### src/rtl/date_difference_in_days_assert.svh
// ----------------------------------------------------------------------------
// Date difference assertion macros
// Shared property templates for the date difference block: an implication
// in the same cycle and an implication in the cycle after, both reset-gated.
// ----------------------------------------------------------------------------
`ifndef DATE_DIFFERENCE_IN_DAYS_ASSERT_SVH
`define DATE_DIFFERENCE_IN_DAYS_ASSERT_SVH

// Check that cond holds in the same cycle as trig.
`define DDAYS_ASSERT_SAME(label, clk, rst_n, trig, cond) \
    label: assert property (@(posedge clk) disable iff (!rst_n) (trig) |-> (cond)) \
        else $error("same-cycle check failed");

// Check that cond holds in the cycle after trig.
`define DDAYS_ASSERT_NEXT(label, clk, rst_n, trig, cond) \
    label: assert property (@(posedge clk) disable iff (!rst_n) (trig) |=> (cond)) \
        else $error("next-cycle check failed");

`endif

### src/rtl/ddays_pkg.sv
// ----------------------------------------------------------------------------
// Date difference package
// Status codes, stage advance struct and calendar tables shared by the
// date converter and the top level.
// ----------------------------------------------------------------------------
package ddays_pkg;

    // Result status codes
    typedef enum logic [1:0] {
        ST_OK          = 2'd0,
        ST_BAD_EARLIER = 2'd1,
        ST_BAD_LATER   = 2'd2,
        ST_ORDER       = 2'd3
    } status_t;

    // Per-stage load enables of the converter pipeline
    typedef struct packed {
        logic s1;
        logic s2;
        logic s3;
        logic s4;
    } ddays_adv_t;

    localparam int unsigned NUM_W   = 22;
    localparam int unsigned COUNT_W = 22;
    localparam int unsigned DOY_W   = 9;
    localparam int unsigned VAL_W   = 7;

    // Length of a month, 1..12, given the leap flag of its year
    function automatic logic [4:0] month_len(input logic [VAL_W-1:0] m, input logic leap);
        logic [4:0] len;
        begin
            case (m)
                7'd2:    len = leap ? 5'd29 : 5'd28;
                7'd4,
                7'd6,
                7'd9,
                7'd11:   len = 5'd30;
                default: len = 5'd31;
            endcase
            return len;
        end
    endfunction

    // Days before the first of a month, counted from March
    function automatic logic [DOY_W-1:0] days_before(input logic [3:0] mp);
        logic [DOY_W-1:0] days;
        begin
            case (mp)
                4'd0:    days = 9'd0;
                4'd1:    days = 9'd31;
                4'd2:    days = 9'd61;
                4'd3:    days = 9'd92;
                4'd4:    days = 9'd122;
                4'd5:    days = 9'd153;
                4'd6:    days = 9'd184;
                4'd7:    days = 9'd214;
                4'd8:    days = 9'd245;
                4'd9:    days = 9'd275;
                4'd10:   days = 9'd306;
                4'd11:   days = 9'd337;
                default: days = 9'd0;
            endcase
            return days;
        end
    endfunction

endpackage

### src/rtl/ddays_conv.sv
// ----------------------------------------------------------------------------
// Date to day number converter
// Four-stage pipeline: parse eight ASCII digits, validate and split the
// year, form the constant products, and add them into a day number.
// ----------------------------------------------------------------------------
module ddays_conv
    import ddays_pkg::*;
(
    input  logic              clk,
    input  ddays_adv_t        adv,
    input  logic [63:0]       text,
    output logic              date_ok,
    output logic [NUM_W-1:0]  day_num
);

    // Stage 1: parse digits
    logic             dig_ok_reg, dig_ok_next;
    logic [VAL_W-1:0] cc_reg, cc_next;
    logic [VAL_W-1:0] yl_reg, yl_next;
    logic [VAL_W-1:0] mon_reg, mon_next;
    logic [VAL_W-1:0] day_reg, day_next;

    always_comb
    begin
        logic [7:0]       ch;
        logic [3:0]       dig [8];
        logic             all_ok;
        all_ok = 1'b1;
        for (int i = 0; i < 8; i++)
        begin
            ch     = text[63-8*i -: 8];
            dig[i] = ch[3:0];
            if (ch < 8'h30 || ch > 8'h39)
            begin
                all_ok = 1'b0;
            end
        end
        dig_ok_next = all_ok;
        cc_next  = VAL_W'({3'b000, dig[0]}) * VAL_W'(10) + VAL_W'({3'b000, dig[1]});
        yl_next  = VAL_W'({3'b000, dig[2]}) * VAL_W'(10) + VAL_W'({3'b000, dig[3]});
        mon_next = VAL_W'({3'b000, dig[4]}) * VAL_W'(10) + VAL_W'({3'b000, dig[5]});
        day_next = VAL_W'({3'b000, dig[6]}) * VAL_W'(10) + VAL_W'({3'b000, dig[7]});
    end

    always_ff @(posedge clk)
    begin
        if (adv.s1)
        begin
            dig_ok_reg <= dig_ok_next;
            cc_reg     <= cc_next;
            yl_reg     <= yl_next;
            mon_reg    <= mon_next;
            day_reg    <= day_next;
        end
    end

    // Stage 2: validate, shift the year to start in March, day of year
    logic             ok2_reg, ok2_next;
    logic [VAL_W-1:0] cen_reg, cen_next;
    logic [VAL_W-1:0] low_reg, low_next;
    logic [DOY_W-1:0] doy_reg, doy_next;

    always_comb
    begin
        logic       leap;
        logic       early;
        logic [3:0] mp;
        leap  = (yl_reg[1:0] == 2'b00) && ((yl_reg != '0) || (cc_reg[1:0] == 2'b00));
        early = (mon_reg <= VAL_W'(2));
        ok2_next = dig_ok_reg
                && (mon_reg >= VAL_W'(1)) && (mon_reg <= VAL_W'(12))
                && (day_reg >= VAL_W'(1))
                && (day_reg <= VAL_W'(month_len(mon_reg, leap)));
        mp = early ? 4'(mon_reg + VAL_W'(9)) : 4'(mon_reg - VAL_W'(3));
        doy_next = days_before(mp) + DOY_W'(day_reg) - DOY_W'(1);
        // Year plus 400, less one for January and February
        if (!early)
        begin
            cen_next = cc_reg + VAL_W'(4);
            low_next = yl_reg;
        end
        else if (yl_reg != '0)
        begin
            cen_next = cc_reg + VAL_W'(4);
            low_next = yl_reg - VAL_W'(1);
        end
        else
        begin
            cen_next = cc_reg + VAL_W'(3);
            low_next = VAL_W'(99);
        end
    end

    always_ff @(posedge clk)
    begin
        if (adv.s2)
        begin
            ok2_reg <= ok2_next;
            cen_reg <= cen_next;
            low_reg <= low_next;
            doy_reg <= doy_next;
        end
    end

    // Stage 3: constant products of centuries and years
    logic             ok3_reg;
    logic [NUM_W-1:0] pc_reg, pc_next;
    logic [15:0]      pl_reg, pl_next;

    always_comb
    begin
        pc_next = NUM_W'(cen_reg) * NUM_W'(36524);
        pl_next = 16'(low_reg) * 16'd365 + 16'(low_reg >> 2) + 16'(cen_reg >> 2)
                + 16'(doy_reg);
    end

    always_ff @(posedge clk)
    begin
        if (adv.s3)
        begin
            ok3_reg <= ok2_reg;
            pc_reg  <= pc_next;
            pl_reg  <= pl_next;
        end
    end

    // Stage 4: sum into the day number
    logic             ok4_reg;
    logic [NUM_W-1:0] num_reg, num_next;

    assign num_next = pc_reg + NUM_W'(pl_reg);

    always_ff @(posedge clk)
    begin
        if (adv.s4)
        begin
            ok4_reg <= ok3_reg;
            num_reg <= num_next;
        end
    end

    assign date_ok = ok4_reg;
    assign day_num = num_reg;

endmodule

### src/rtl/date_difference_in_days.sv
// ----------------------------------------------------------------------------
// Days between two Gregorian dates
// Takes two yyyymmdd ASCII dates a word and returns a status and the day
// count from the earlier to the later date.
// ----------------------------------------------------------------------------
// A word is taken in every cycle while the pipeline moves and passes through
// four converter stages (parse, validate, constant multiply, add) and one
// compare-and-subtract stage that is also the output register. The 16-by-7-bit
// constant multiply sets the stage depth. A stall on the result side holds the
// full stages only; bubbles close up, so words keep entering until every stage
// is occupied. Status 1 wins over 2 when both dates are bad; day_count is zero
// unless the status is ok.
module date_difference_in_days
    import ddays_pkg::*;
(
    input  logic               clk,
    input  logic               rst_n,
    input  logic               item_valid,
    output logic               item_stall,
    input  logic [63:0]        earlier_date_text,
    input  logic [63:0]        later_date_text,
    output logic               result_valid,
    input  logic               result_stall,
    output logic [1:0]         status,
    output logic [COUNT_W-1:0] day_count
);

`include "date_difference_in_days_assert.svh"

    // Stage valid bits, stage 5 is the output register
    logic [5:1] vld_reg, vld_next;
    logic [5:1] rdy;
    ddays_adv_t adv;

    // Advance a stage when it is empty or its successor advances
    always_comb
    begin
        rdy[5] = !vld_reg[5] || !result_stall;
        for (int k = 4; k >= 1; k--)
        begin
            rdy[k] = !vld_reg[k] || rdy[k+1];
        end
        adv = '{s1: rdy[1], s2: rdy[2], s3: rdy[3], s4: rdy[4]};
        vld_next[1] = rdy[1] ? item_valid : vld_reg[1];
        for (int k = 2; k <= 5; k++)
        begin
            vld_next[k] = rdy[k] ? vld_reg[k-1] : vld_reg[k];
        end
    end

    always_ff @(posedge clk or negedge rst_n)
    begin
        if (!rst_n)
        begin
            vld_reg <= '0;
        end
        else
        begin
            vld_reg <= vld_next;
        end
    end

    assign item_stall = !rdy[1];

    // Convert both dates in parallel
    logic             ok_a, ok_b;
    logic [NUM_W-1:0] num_a, num_b;

    ddays_conv u_conv_earlier (
        .clk     (clk),
        .adv     (adv),
        .text    (earlier_date_text),
        .date_ok (ok_a),
        .day_num (num_a)
    );

    ddays_conv u_conv_later (
        .clk     (clk),
        .adv     (adv),
        .text    (later_date_text),
        .date_ok (ok_b),
        .day_num (num_b)
    );

    // Stage 5: classify and subtract
    status_t            status_reg, status_next;
    logic [COUNT_W-1:0] count_reg, count_next;

    always_comb
    begin
        count_next = '0;
        if (!ok_a)
        begin
            status_next = ST_BAD_EARLIER;
        end
        else if (!ok_b)
        begin
            status_next = ST_BAD_LATER;
        end
        else if (num_b < num_a)
        begin
            status_next = ST_ORDER;
        end
        else
        begin
            status_next = ST_OK;
            count_next  = COUNT_W'(num_b - num_a);
        end
    end

    always_ff @(posedge clk)
    begin
        if (rdy[5])
        begin
            status_reg <= status_next;
            count_reg  <= count_next;
        end
    end

    assign result_valid = vld_reg[5];
    assign status       = status_reg;
    assign day_count    = count_reg;

    // Checks
    `DDAYS_ASSERT_SAME(a_count_zero_on_error, clk, rst_n,
        result_valid && (status_reg != ST_OK), day_count == '0)
    `DDAYS_ASSERT_SAME(a_count_in_range, clk, rst_n,
        result_valid, day_count <= COUNT_W'(3652425))
    `DDAYS_ASSERT_SAME(a_stall_only_when_full, clk, rst_n,
        item_stall, vld_reg[1] && vld_reg[2] && vld_reg[3] && vld_reg[4] && vld_reg[5])
    `DDAYS_ASSERT_NEXT(a_last_stage_delivers, clk, rst_n,
        vld_reg[4] && rdy[5], result_valid)

endmodule
### config.mk
export PLATFORM = sky130hd
export DESIGN_NAME = date_difference_in_days
export DESIGN_NICKNAME = d
export VERILOG_FILES = /design/src/rtl/ddays_pkg.sv /design/src/rtl/ddays_conv.sv /design/src/rtl/date_difference_in_days.sv
export VERILOG_INCLUDE_DIRS = /design/src /design/src/rtl
export SDC_FILE = /design/constraint.sdc
export NUM_CORES = 1
export LEC_CHECK = 0
export BUFFER_PORTS_ARGS = -buffer_cell sky130_fd_sc_hd__buf_2
export CAP_MARGIN = 30
export CORE_MARGIN = 2
export CORE_UTILIZATION = 60
export CTS_CLUSTER_DIAMETER = 200
export CTS_CLUSTER_SIZE = 10
export DETAILED_ROUTE_END_ITERATION = 16
export PLACE_DENSITY = 0.79
export REMOVE_ABC_BUFFERS = 1
export SLEW_MARGIN = 20
export SYNTH_ARGS = -nofsm -noshare
export SYNTH_HDL_FRONTEND = slang
export SYNTH_SLANG_ARGS = --single-unit
### constraint.sdc
create_clock -name clk -period 6.7 [get_ports clk]
set_clock_uncertainty 0.2 [all_clocks]
set_input_delay 1.34 -clock clk [delete_from_list [all_inputs] [get_ports clk]]
set_output_delay 1.34 -clock clk [all_outputs]
set_load 0.02 [all_outputs]
==> flow_summary_export.csv <==
group,metric,value,unit
die,initial_core_util,0.609,
routing,vias,14800,
placement,dpl.hpwl,33900,µm
die,die_w,194,µm
setup_path,crit_path_frequent_cell,"a21oi_1",
synth,ys.flop_type,"edfxtp_1",
setup_path,cp-end-kind,"flip-flop",
placement,place_area,23000,µm²
sta,setup_violations,0,
worst_hold_path,worst_hold_path_type,"flip-flop to flip-flop",
layout,layout.area.seq,7630,µm²
sta,slew_headroom,0.398,
global_route,first_global_vias,15200,
clock_network,root_buffer,"clkbuf_16",
clock_network,ctsHoldBuffers,0,
layout,stdcell_area,23800,µm²
layout,nets,2807,
setup_path,max_stage_delay,620,ps
sta,rsz0062_at_grt,"no",
sta,fin_crit,5440,ps
sta,slew_viol_final,0,
setup_path,crit_family,"compound AO/OA/AOI/OAI gates",
sta,finalCritPeriodShare,0.812,
die,die_area,37600,µm²
global_route,grt_max_degree,75,
global_route,track_usage,0.222,
clock_network,insertion_delay,550,ps
routing,wl_per_cell,15.4,µm
placement,place.gp.congestion,0.904,
clock_network,cts_resized,0,
synth,synth_simple_gate_area_share,0.0869,
synth,ys_warn_count,0,
routing,routed_wl,41200,µm
outcome,status,"finished, final reports clean",
sta,fmax,184,MHz
sta,setup-tns-final,0,ps
die,io_pins,158,
setup_path,critPathKind,"flip-flop to flip-flop",
synth,synth_compound_area_frac,0.105,
die,die_h,194,µm
setup_path,critPathLaunchType,"flip-flop",
synth,synth_edf_count,250,
setup_path,arrival,5520,ps
routing,vias_per_cell,5.54,
routing,drc,0,
routing,first_pass_iters,5,
synth,ys_seq_area_frac,0.353,
clock_network,htreeDepth,1,
synth,ys_async_sr_fraction,0.0196,
layout,mostFrequentLayoutCells,"ha_1, inv_1, edfxtp_1",
layout,n_antenna_cell,0,
routing,drtIter0Drc,848,
synth,yosys-mux-area-fraction,0.000521,
synth,syn-instance-count,2015,
global_route,overflow,0,
synth,synth-xor-area-share,0.0717,
global_route,grt_pass1_wl,69300,µm
clock_network,cts_tree,"built",
layout,multi_input_area,12600,µm²
layout,mostFrequentLayoutCell,"ha_1",
setup_path,slowest_stage,"xnor2_1",
run,maxCapViolCount,0,
sta,hold_violations,0,
synth,synth.avg_cell_area,10.7,µm²
clock_network,cts_buffer_depth,3,
synth,syn_area,21600,µm²
clock_network,post-cts-setup-buffer-count,0,
global_route,antenna_found_initial,0,
setup_path,required,6780,ps
synth,synth_top_family_by_area,"adder cells",
sta,worst_slew_pin_slew,903,ps
synth,synthAdderAreaFrac,0.319,
setup_path,crit_path_max_fanout,14,
die,coreArea,35500,µm²
synth,synth.distinct_cells,69,
synth,ys_ff_latch,255,
placement,port_buffers,157,
layout,nFillCells,2641,
clock_network,cts_sinks,255,
clock_network,clk_pin_slew,60,ps
die,rows,69,
routing,ant_nets,0,
layout,drive_above_1_share,0.102,
clock_network,cts_inserted_buffers,29,
layout,areaGrowthSynthToFinish,9.91,%
setup_path,crit_chain,"nand2_1 > inv_1 > nor2_1 > clkinv_1 > ha_1 > a21oi_1 > xnor2_1 > nand2_1 > nor2_1 > a21oi_1 > ha_1 > inv_1 > ha_1 > a21o_1 > a21oi_1 > o21bai_1 > a21oi_1 > nor2b_1 > o21ai_0 > nand2b_1 > xnor2_1",
setup_path,path_buf_inv,3,
-- worst paths after layout --
kind / end / slack, ps / from / cells past startpoint
setup / recovery: u_conv_earlier.doy_reg[8] / 1260 / u_conv_earlier.mon_reg[0] / 21
hold / removal: u_conv_earlier.ok3_reg / 210 / u_conv_earlier.ok2_reg / 0
setup reg to reg: u_conv_earlier.doy_reg[8] / 1260 / u_conv_earlier.mon_reg[0] / 21
hold reg to reg: u_conv_earlier.ok3_reg / 210 / u_conv_earlier.ok2_reg / 0
max in group asynchronous: vld_reg[2] / 5760 / rst_n / 1
min in group asynchronous: vld_reg[5] / 400 / rst_n / 1
-- final cells by class --
type,instances,area share
Clock buffer,40,0.0323
Sequential cell,255,0.321
Clock inverter,1,0.000316
Timing Repair Buffer,162,0.0350
Inverter,355,0.0561
Multi-Input combinational cell,1393,0.531
Tap cell,461,0.0243
-- worst reg2reg max path, stage by stage (launching register included) --
cell and delay (ps):
edfxtp_1 580, nand2_1 200, inv_1 100, nor2_1 310, clkinv_1 310, ha_1 420, a21oi_1 120, xnor2_1 620
nand2_1 190, nor2_1 130, a21oi_1 60, ha_1 350, inv_1 60, ha_1 290, a21o_1 150, a21oi_1 240
o21bai_1 90, a21oi_1 230, nor2b_1 80, o21ai_0 210, nand2b_1 100, xnor2_1 140
-- synthesized netlist by cell type (3+ instances only) --
| library cell | number | share of area |
|---|---|---|
| a211o_1 | 3 | 0.0012 |
| a211oi_1 | 12 | 0.0042 |
| a21boi_0 | 3 | 0.0010 |
| a21o_1 | 41 | 0.014 |
| a21oi_1 | 100 | 0.023 |
| a221o_1 | 3 | 0.0014 |
| a22oi_1 | 3 | 0.0010 |
| a31o_2 | 4 | 0.0016 |
| a31oi_1 | 16 | 0.0046 |
| and2_1 | 9 | 0.0026 |
| and3_1 | 11 | 0.0032 |
| clkbuf_1 | 9 | 0.0016 |
| dfrtp_1 | 5 | 0.0058 |
| edfxtp_1 | 250 | 0.35 |
| fa_1 | 121 | 0.11 |
| ha_1 | 358 | 0.21 |
| inv_1 | 354 | 0.061 |
| nand2_1 | 83 | 0.014 |
| nand2b_1 | 21 | 0.0061 |
| nand3_1 | 35 | 0.0081 |
| nand3b_1 | 4 | 0.0014 |
| nand4_1 | 20 | 0.0058 |
| nor2_1 | 100 | 0.017 |
| nor2b_1 | 21 | 0.0061 |
| nor3_1 | 36 | 0.0083 |
| nor3b_1 | 3 | 0.0010 |
| nor4_1 | 10 | 0.0029 |
| o211ai_1 | 11 | 0.0038 |
| o21a_1 | 15 | 0.0052 |
| o21ai_0 | 86 | 0.020 |
| o21bai_1 | 16 | 0.0056 |
| o31ai_1 | 7 | 0.0024 |
| o41ai_1 | 3 | 0.0012 |
| or2_2 | 12 | 0.0035 |
| or3_1 | 13 | 0.0038 |
| xnor2_1 | 133 | 0.054 |
| xor2_1 | 44 | 0.018 |
-- metrics by stage --
stage | hold WS (ps) | cells | worst slack, ps | util
3_3_place_gp | 201 | 2625 | 1610 | 0.647
4_1_cts | 216 | 2667 | 1350 | 0.670
3_5_place_dp | 206 | 2626 | 1350 | 0.648
2_1_floorplan | 200 | 2003 | 1220 | -
5_1_grt | 221 | 2667 | 683 | 0.670
6_report | 211 | 2667 | 1260 | 0.670
-- cell families after synthesis --
logic type                 after synthesis
xor gates and xnor gates               177
adders and majority gates              479
DFF                                    255
and+or+nand+nor                        383
AOI/OAI and AO/OA                      353
muxes                                    1
buffers and inverters                  367
-- routing by layer --
metal / GRT usage / vias up / part of all wire
met2: 0.401 / 417 / 0.49
met5: 0 / - / 0
met3: 0.0275 / 103 / 0.046
met4: 0.0861 / 0 / 0.040
li1: - / 7334 / -
met1: 0.270 / 6915 / 0.43
Power is not shown: default switching activity piles up to over one toggle a cycle in this logic, so the estimate is an artifact.
